File: config.mk
export PLATFORM = sky130hd
export DESIGN_NAME = sorted_unique_set
export DESIGN_NICKNAME = d
export VERILOG_FILES = /design/src/hdl/sus_pkg.sv /design/src/hdl/sus_ctrl.sv /design/src/hdl/sus_dpath.sv /design/src/hdl/sorted_unique_set.sv
export VERILOG_INCLUDE_DIRS = /design/src /design/src/hdl
export SDC_FILE = /design/constraint.sdc
export NUM_CORES = 2
export LEC_CHECK = 0
export BUFFER_PORTS_ARGS = -buffer_cell sky130_fd_sc_hd__buf_2
export CORE_ASPECT_RATIO = 1.5
export CORE_MARGIN = 2
export CORE_UTILIZATION = 40
export CTS_CLUSTER_SIZE = 40
export DETAILED_ROUTE_END_ITERATION = 8
export SLEW_MARGIN = 10
export SYNTH_ARGS = -nofsm -noshare
export SYNTH_HDL_FRONTEND = slang
export SYNTH_HIERARCHICAL = 1
export SYNTH_SLANG_ARGS = --single-unit
File: constraint.sdc
create_clock -name clock -period 17.5 [get_ports clock]
set_input_delay 3.5 -clock clock [delete_from_list [all_inputs] [get_ports clock]]
set_output_delay 3.5 -clock clock [all_outputs]
set_load 0.02 [all_outputs]
File: src/hdl/sorted_unique_set_defines.svh
// Assertion macros shared by the sorted_unique_set RTL.
`ifndef SORTED_UNIQUE_SET_DEFINES_SVH
`define SORTED_UNIQUE_SET_DEFINES_SVH

// Same-cycle implication, sampled on clock, muted during reset.
`define SUS_CHECK_NOW(lbl, ante, cons) \
   lbl: assert property (@(posedge clock) disable iff (reset) (ante) |-> (cons)) \
      else $error("sorted_unique_set: check failed");

// Next-cycle implication, sampled on clock, muted during reset.
`define SUS_CHECK_NEXT(lbl, ante, cons) \
   lbl: assert property (@(posedge clock) disable iff (reset) (ante) |=> (cons)) \
      else $error("sorted_unique_set: check failed");

`endif

File: src/hdl/sus_pkg.sv
// Shared constants and controller/datapath interface types for sorted_unique_set.
`timescale 1ns / 1ps
package sus_pkg;

   // store size and field widths
   localparam int CAPACITY = 32;
   localparam int VALUE_W  = 31;
   localparam int CNT_W    = $clog2(CAPACITY + 1);
   localparam int IDX_W    = (CAPACITY > 1) ? $clog2(CAPACITY) : 1;

   // controller to datapath commands
   typedef struct packed {
      logic accept;    // a word is taken this cycle: insert it if nonzero, new and not full
      logic dump_arm;  // the word ends a line: latch drop flag, rewind index
      logic step;      // one dump word goes out this cycle
   } sus_cmd_type;

   // datapath to controller status
   typedef struct packed {
      logic last;      // current dump word is the final one
   } sus_status_type;

endpackage

File: src/hdl/sus_ctrl.sv
// Controller state machine: input acceptance and dump sequencing.
`timescale 1ns / 1ps
module sus_ctrl
   import sus_pkg::*;
(
   input  logic           clock,
   input  logic           reset,
   input  logic           start,
   input  logic           req_line_end,
   input  sus_status_type status,
   output sus_cmd_type    cmd,
   output logic           busy,
   output logic           rsp_strobe
);

   typedef enum logic [1:0] {
      ST_IDLE = 2'b01,
      ST_DUMP = 2'b10
   } state_type;

   state_type state_ff;
   state_type state_in;
   logic      accept;

   // handshake and commands
   assign busy       = (state_ff == ST_DUMP);
   assign rsp_strobe = (state_ff == ST_DUMP);
   assign accept     = start & ~busy;

   always_comb begin
      cmd.accept   = accept;
      cmd.dump_arm = accept & req_line_end;
      cmd.step     = (state_ff == ST_DUMP);
   end

   // next state
   always_comb begin
      state_in = state_ff;
      unique case (state_ff)
         ST_IDLE: begin
            if (accept && req_line_end) begin
               state_in = ST_DUMP;
            end
         end
         ST_DUMP: begin
            if (status.last) begin
               state_in = ST_IDLE;
            end
         end
         default: begin
            state_in = ST_IDLE;
         end
      endcase
   end

   always_ff @(posedge clock) begin
      if (reset) begin
         state_ff <= ST_IDLE;
      end else begin
         state_ff <= state_in;
      end
   end

endmodule

File: src/hdl/sus_dpath.sv
// Datapath: chain of compare-and-shift cells, count, overflow flag and dump index.
`timescale 1ns / 1ps
`include "sorted_unique_set_defines.svh"
module sus_dpath
   import sus_pkg::*;
(
   input  logic               clock,
   input  logic               reset,
   input  sus_cmd_type        cmd,
   input  logic [VALUE_W-1:0] req_value,
   output sus_status_type     status,
   output logic [VALUE_W-1:0] rsp_number,
   output logic               rsp_set_empty,
   output logic               rsp_dropped,
   output logic               rsp_last
);

   logic [VALUE_W-1:0] entries_ff   [CAPACITY];
   logic [VALUE_W-1:0] entries_in   [CAPACITY];
   logic [VALUE_W-1:0] entries_prev [CAPACITY];
   logic [CNT_W-1:0]   count_ff;
   logic [CNT_W-1:0]   count_in;
   logic [IDX_W-1:0]   idx_ff;
   logic [IDX_W-1:0]   idx_in;
   logic               ovf_ff;
   logic               ovf_in;
   logic               drop_ff;
   logic               drop_in;

   logic [CAPACITY-1:0] valid;
   logic [CAPACITY-1:0] gt;
   logic [CAPACITY-1:0] gt_prev;
   logic [CAPACITY-1:0] eq;
   logic                dup;
   logic                full;
   logic                nonzero;
   logic                do_insert;
   logic                overflow_now;
   logic                empty;
   logic                last;
   logic                order_ok;

   // per-cell compare against the incoming word
   always_comb begin
      for (int i = 0; i < CAPACITY; i++) begin
         valid[i] = (CNT_W'(i) < count_ff);
         gt[i]    = valid[i] && (entries_ff[i] > req_value);
         eq[i]    = valid[i] && (entries_ff[i] == req_value);
      end
      gt_prev[0]      = 1'b0;
      entries_prev[0] = '0;
      for (int i = 1; i < CAPACITY; i++) begin
         gt_prev[i]      = gt[i-1];
         entries_prev[i] = entries_ff[i-1];
      end
   end

   assign dup          = |eq;
   assign nonzero      = (req_value != '0);
   assign full         = (count_ff == CNT_W'(CAPACITY));
   assign do_insert    = cmd.accept && nonzero && !dup && !full;
   assign overflow_now = cmd.accept && nonzero && !dup && full;

   // shift larger entries up by one, drop the word into the gap
   always_comb begin
      for (int i = 0; i < CAPACITY; i++) begin
         entries_in[i] = entries_ff[i];
         if (do_insert) begin
            if (gt_prev[i]) begin
               entries_in[i] = entries_prev[i];
            end else if (gt[i] || (CNT_W'(i) == count_ff)) begin
               entries_in[i] = req_value;
            end
         end
      end
   end

   // count, overflow and dump bookkeeping
   always_comb begin
      count_in = count_ff;
      ovf_in   = ovf_ff;
      drop_in  = drop_ff;
      idx_in   = idx_ff;
      if (do_insert) begin
         count_in = count_ff + CNT_W'(1);
      end
      if (cmd.dump_arm) begin
         drop_in = ovf_ff | overflow_now;
         ovf_in  = 1'b0;
         idx_in  = '0;
      end else if (cmd.accept) begin
         ovf_in = ovf_ff | overflow_now;
      end else if (cmd.step) begin
         idx_in = idx_ff + IDX_W'(1);
      end
   end

   always_ff @(posedge clock) begin
      entries_ff <= entries_in;
   end

   always_ff @(posedge clock) begin
      if (reset) begin
         count_ff <= '0;
         ovf_ff   <= 1'b0;
         drop_ff  <= 1'b0;
         idx_ff   <= '0;
      end else begin
         count_ff <= count_in;
         ovf_ff   <= ovf_in;
         drop_ff  <= drop_in;
         idx_ff   <= idx_in;
      end
   end

   // result word
   assign empty         = (count_ff == '0);
   assign last          = empty || ((CNT_W'(idx_ff) + CNT_W'(1)) == count_ff);
   assign status.last   = last;
   assign rsp_number    = empty ? '0 : entries_ff[idx_ff];
   assign rsp_set_empty = empty;
   assign rsp_dropped   = drop_ff;
   assign rsp_last      = last;

   // stored entries stay strictly ascending
   always_comb begin
      order_ok = 1'b1;
      for (int i = 1; i < CAPACITY; i++) begin
         if (valid[i] && (entries_ff[i-1] >= entries_ff[i])) begin
            order_ok = 1'b0;
         end
      end
   end

   `SUS_CHECK_NOW(a_sorted, 1'b1, order_ok)
   `SUS_CHECK_NOW(a_count_bound, 1'b1, count_ff <= CNT_W'(CAPACITY))
   `SUS_CHECK_NEXT(a_insert_grows, do_insert, count_ff == $past(count_ff) + CNT_W'(1))
   `SUS_CHECK_NEXT(a_dump_frozen, cmd.step && !last, $stable(count_ff) && !$stable(idx_ff))

endmodule

File: src/hdl/sorted_unique_set.sv
// Top level of sorted_unique_set: controller plus insertion-cell datapath.
`timescale 1ns / 1ps
//
// Keeps a set of distinct nonzero 31-bit numbers in ascending order.
// Input: a word (req_value, req_line_end) is taken at a rising edge where
// start is high and busy is low. Zero and numbers already held are ignored;
// a new number is placed at its sorted position in the same cycle by a row
// of compare-and-shift cells. When the store is full a new number is
// discarded and remembered as a drop until the next dump.
// Output: when req_line_end is set, busy rises on the next cycle and the
// whole set streams out, smallest first, one word per cycle on rsp_* with
// rsp_strobe high and rsp_last on the final word. An empty set gives one
// word with rsp_set_empty high. rsp_dropped is the same on every word of
// a dump. The set is kept across dumps.
// Rate: words without line end are taken one per cycle while busy is low.
// A word with line end is followed by a dump of one word per stored
// entry (one if the set is empty), read through the dump index, during
// which busy is high. The first result appears the cycle after acceptance.
// Reset (synchronous) empties the set and clears the drop flag.
// The receiver cannot stall: each result is valid for exactly one cycle.
//
module sorted_unique_set
   import sus_pkg::*;
(
   input  logic               clock,
   input  logic               reset,
   input  logic               start,
   output logic               busy,
   input  logic [VALUE_W-1:0] req_value,
   input  logic               req_line_end,
   output logic               rsp_strobe,
   output logic [VALUE_W-1:0] rsp_number,
   output logic               rsp_set_empty,
   output logic               rsp_dropped,
   output logic               rsp_last
);

   sus_cmd_type    cmd;
   sus_status_type status;

   sus_ctrl u_ctrl (
      .clock        (clock),
      .reset        (reset),
      .start        (start),
      .req_line_end (req_line_end),
      .status       (status),
      .cmd          (cmd),
      .busy         (busy),
      .rsp_strobe   (rsp_strobe)
   );

   sus_dpath u_dpath (
      .clock         (clock),
      .reset         (reset),
      .cmd           (cmd),
      .req_value     (req_value),
      .status        (status),
      .rsp_number    (rsp_number),
      .rsp_set_empty (rsp_set_empty),
      .rsp_dropped   (rsp_dropped),
      .rsp_last      (rsp_last)
   );

endmodule
Word-level counts from Yosys, hierarchy flattened
Index checks and enable logic that the tools add are counted.
- add/sub/neg operators: 3
- magnitude comparators: 65
- equality and inequality tests: 69
- multiplexer cells: 69
- bitwise logic cells: 6
- reduce and logical (&&, ||, !) cells: 173
- operators by type and width (cell ; count):
    $mux W31 ; 65
    $eq A31 B31 Y1 ; 32
    $gt A31 B31 Y1 ; 32
    $bmux W31 S5 ; 1
    $eq A5 B6 Y1 const A ; 16
    $lt A5 B6 Y1 const A ; 16
    $logic_and A1 B1 Y1 ; 69
    $reduce_and A2 Y1 ; 34
    $reduce_bool A2 Y1 ; 31
    $eq A4 B6 Y1 const A ; 8
    $lt A4 B6 Y1 const A ; 8
    $logic_or A1 B1 Y1 ; 33
    $reduce_or A32 Y1 ; 1
    $reduce_bool A31 Y1 ; 1
    $eq A3 B6 Y1 const A ; 4
    $lt A3 B6 Y1 const A ; 4
    $eq A2 B6 Y1 const A ; 2
    $lt A1 B6 Y1 const A ; 2
    $lt A2 B6 Y1 const A ; 2
    $add A5 B1 Y6 const B ; 1
    $add A6 B1 Y6 const B ; 1
    $eq A1 B6 Y1 const A ; 1
    $eq A6 B6 Y1 ; 1
    $eq A6 B6 Y1 const B ; 1
    15 further kinds ; 19
- register bits: 1007
- input bits: 35
- output and inout bits: 36
- logic and storage cells: 422

Depth between registers and ports, before layout
- depth after elaboration: 7
- depth in mapped cells: 13
- depth with buffers taken out: 10

Modules after synthesis
The synthesis kept the hierarchy.
- modules (own cells, without submodules) (module ; instances ; cells each ; area an instance (µm²) ; seq. area each (µm²)):
    sus_dpath ; 1 ; 5620 ; 72779.8 ; 30048.8
    sus_ctrl ; 1 ; 13 ; 115.1 ; 40.0

Worst setup path after synthesis
Ideal clock, no wire load.
- path type: input-to-reg
- from: input req_value[10]
- to: register u_dpath/entries_ff[465] in the netlist's numbering (enable)
- setup time: 0.438 ns
- arrival time: 7.865 ns
- required time: 17.062 ns
- slack: 9.197 ns
- stages: 12
- path buffers: 2
- cell sequence: clkbuf_1 -> inv_1 -> ha_1 -> and2_1 -> and3_1 -> nand4_1 -> o22ai_1 -> a2111oi_4 -> nand4_4 -> or2_4 -> buf_6 -> a31oi_1
- longest elaborated chain between the ends: 7
- elaborated cells on any way between the ends: 77
- those cells by class: 2 x order compare; 32 x eq/ne; 43 x reduce/logical
- RTL lines (item ; RTL line ; RTL):
    start: declaration ; sorted_unique_set.sv:29 ; input logic [VALUE_W-1:0] req_value,
    branches (longest 6 deep; another with $gt A31 B31 Y1) ; - ;
    $reduce_and A2 Y1 (no line) * ; - ;
    end signal: assignment ; sus_dpath.sv:99 ; entries_ff <= entries_in;
    end: declaration ; sus_dpath.sv:18 ; logic [VALUE_W-1:0] entries_ff [CAPACITY];
Mark *: on every way between the ends.
A chain may end at the register's enable or synchronous reset.

Final worst setup path
- from: register u_dpath.idx_ff[1]
- to: output rsp_number[8]
- longest elaborated chain between the ends: 5
- RTL lines (item ; RTL line ; RTL):
    start: declaration ; sus_dpath.sv:23 ; logic [IDX_W-1:0] idx_ff;
    start signal: assignment ; sus_dpath.sv:112 ; idx_ff <= idx_in;
    $not A5 Y6 (implied by the code) ; sus_dpath.sv:120 ; assign rsp_number = empty ? '0 : entries_ff[idx_ff];
    $bmux W31 S5 ; sus_dpath.sv:120 ;
    $mux W31 (implied by the code) (2 in a row) ; sus_dpath.sv:120 ;
    $mux W31 ; sus_dpath.sv:120 ;
    end: declaration ; sorted_unique_set.sv:32 ; output logic [VALUE_W-1:0] rsp_number,
No other way between the ends. The select of a mux whose other input is x is not followed.

==> results.txt <==
Top post-synthesis cells by area = edfxtp_1 41%, ha_1 17%, mux2_2 13%
Cell Area, Placed = 0.07673 mm2
CP max stage delay = 0.80 ns
Placed cells = 7955
EDFF count, synth = 992
Most common cell on crit path = buf_4
H-tree Lvls = 3
Part of the cycle the worst path needs = 51.00%
WHS Path Cells = 2
Via/cell ratio = 6.439
RSZ-0062 raised after global routing = no
CTS max path bufs = 3
Most common cell after layout, fill and taps aside = ha_1
Crit-path slowest cell = buf_4
GR Overflow Total = 0
Number of antenna violations at the first check in global routing = 10
Initial Util = 40.29%
Die Wd = 352.6 um
WL final = 264400 um
Synth Area in Simple Gates = 6.438%
Sequential share of the synthesized area = 41.28%
CTS clk-pin slew, worst paths = 0.06 ns
Root buffer cell = clkbuf_16
Pwr dens = 71.25 mW/mm2
Multi-input gate area = 0.04173 mm2
Post-Synth XOR/XNOR Area = 0.08411%
Measured slew at the worst slew-check pin = 1.515 ns
Relative slew slack = -1.924%
Crit end category = primary output
Die area = 0.1857 mm2
Number of port buffers = 70
Metal3 WL = 12770 um
Multiplexer share of the synthesized area = 23.46%
Router iterations before antenna repair = 6
Drt drc = 0
Synth Flop Type = edfxtp_1
Async SR Flop Fraction = 0%
Static leakage = 29.17 nW
Hold WS = 0.5558 ns
Worst Path Buf+Inv = 4
TNS Setup = 0 ns
Total GRT Usage = 27.85%
Max-cap viol count = 1
CTS hold repair buffers = 0
Worst Path Required = 14.00 ns
Clk_skew = 0.03991 ns
TritonCTS Buffers = 105
First-pass GRT wire length = 376900 um
Syn avg cell area = 12.94 um2
Critical Path AT = 5.43 ns
Synthesized flop and latch total = 1007
Skew-Pair Late Insertion Delay = 0.76 ns
TritonCTS clock tree = done
Syn Nets = 6665
Synth Area in Compound Gates = 9.337%
RD Place Congestion = 0.9697
Rows = 191
Reg area = 0.03011 mm2
R2R cell count = 10
Final instance area = 0.08028 mm2
Uppermost layer routed = met5
Synth Warn # = 6
Cell chain of the critical path = buf_4 -> buf_4 -> buf_4 -> mux4_2 -> mux4_2 -> mux2i_1 -> nor2_1 -> buf_2
Fin. Hold Viols = 0
DRT antenna net count = 0
Max-slew violations = 2
I/O pins = 71
Critical path class = reg -> out
Layout cell share with drive strength beyond 1 = 28.96%
Area grow syn2layout = 10.14%
Post-CTS Setup Inserts = 0
Vias in the first global route = 53670
DR WL/cell = 32.39 um
Final Power = 5.720 mW
Cells after Synth = 5633
Fin nets = 6682
Synth unique cells = 75
Post-cts sizing count = 0
CP Max Fanout = 49
Clock sink count = 1007
Final min period = 8.925 ns
Peak supply drop = 0.00009032 V
# fillers = 16460
Commonest non-fill, non-tap cells in the layout = 997 x ha_1, 992 x edfxtp_1, 866 x mux2_2
M1 wire length = 90500 um
FMAX = 112.0 MHz
Largest area contributor in the synthesized netlist = edfxtp_1
CP delay by family, top = buffers and inverters
Startpoint types = register
Crit path depth = 8
Vias = 52560
Die height = 526.8 um
Run status = finished with violations
Metal2 WL = 132900 um
Failing checks = capacitance limit, slew limit
Finished Layout Cells = 8162
HP Class = reg -> reg
Largest family of logic cells by synthesized area = multiplexers
Synth top area share = 40.87%
Core area = 0.1809 mm2
Synth Cell Area = 0.07289 mm2
Setup-failing EPs final = 0
Initial DRC count = 4561
Post-DP HPWL = 199600 um
Post-synthesis adder-cell area fraction = 17.11%
Pin count of the biggest net entering global routing = 82
[Yosys cell counts (8+ instances only)]
master,count
buf_1,41
clkbuf_1,200
a31oi_1,31
o22ai_1,13
and3_1,14
nand3_1,125
a21o_1,228
o2111ai_1,10
o21a_1,44
nor2_1,171
nor3_1,40
nand4_1,214
dfxtp_1,15
a21oi_1,283
o31a_1,16
nor2b_1,58
mux4_2,310
edfxtp_1,992
nor4_1,49
nand2_1,168
nand2b_1,13
inv_1,106
o31ai_1,10
o211ai_1,15
a221oi_1,9
and2_1,9
or3_1,8
buf_2,61
mux2i_1,32
a31o_2,8
a2111oi_0,17
or2_2,11
ha_1,997
mux2_2,866
o21ai_0,318
a211oi_1,42
[per-layer routing]
metal / GRT usage, % / vias up
met5: 0 / -
met4: 25.27 / 4
met3: 2.966 / 698
met2: 49.07 / 2105
met1: 29.28 / 26980
li1: - / 22770
[where the power goes]
group / total, mW / switching, mW / internal, mW / leakage, nW
logic: 0.640 / 0.394 / 0.246 / 18.4
registers: 2.69 / 0.0163 / 2.67 / 9.07
clock network: 2.39 / 1.06 / 1.34 / 1.73
[path summary, 6_finish.rpt]
kind                             from                      end  slack [ns]
setup / recovery    u_dpath/idx_ff[1]            rsp_number[8]        8.57
hold / removal     u_ctrl/state_ff[0]       u_ctrl/state_ff[1]        0.56
setup reg to reg  u_dpath/count_ff[0]  u_dpath/entries_ff[785]       12.12
hold reg to reg    u_ctrl/state_ff[0]       u_ctrl/state_ff[1]        0.56
[sequential cells by signal, indices dropped and copies added (netlist names)]
register and cells:
u_ctrl/state_ff 2, u_dpath/entries_ff 992, u_dpath/rsp_dropped 1, u_dpath/idx_ff 5
u_dpath/ovf_ff 1, u_dpath/count_ff 6
[cell type report]
| class | count | area share, % |
|---|---|---|
| timing repair buffer | 219 | 1.845 |
| multi-input combinational | 4211 | 51.97 |
| inverter | 106 | 0.4956 |
| antenna | 8 | 0.02494 |
| sequential | 1007 | 37.50 |
| tap | 2412 | 3.759 |
| clock inverter | 71 | 0.9585 |
| clock buffer | 128 | 3.444 |
[cells by family (layout without fill, tap and decap cells)]
kind of cell | Yosys count | count (layout)
multiplexers | 1212 | 1212
flip-flops | 1007 | 1007
AND/OR/NAND/NOR | 905 | 905
AO/OA/AOI/OAI | 1090 | 1090
XOR/XNOR | 7 | 7
buffers and inverters | 415 | 524
adder cells (fa/ha/maj) | 997 | 997
other | 0 | 8
[worst reg2reg max path: stages (launching register included)]
cell and delay (ns):
dfxtp_1 0.42, inv_1 0.18, ha_1 0.54, nand2b_1 0.35, nor2_4 0.35, buf_4 0.52, nor3_1 0.25, a2111oi_4 0.51
nand4_4 0.21, nor2_2 0.61, o31a_2 1.02
[through the flow]
stage / worst slack, ns / util (%)
2_1_floorplan: 9.197 / -
3_3_place_gp: 8.133 / 42.39
3_5_place_dp: 8.269 / 42.41
4_1_cts: 8.595 / 44.37
5_1_grt: 8.556 / 44.37
6_report: 8.575 / 44.38
Note: power is estimated with default switching activity, not from simulation.
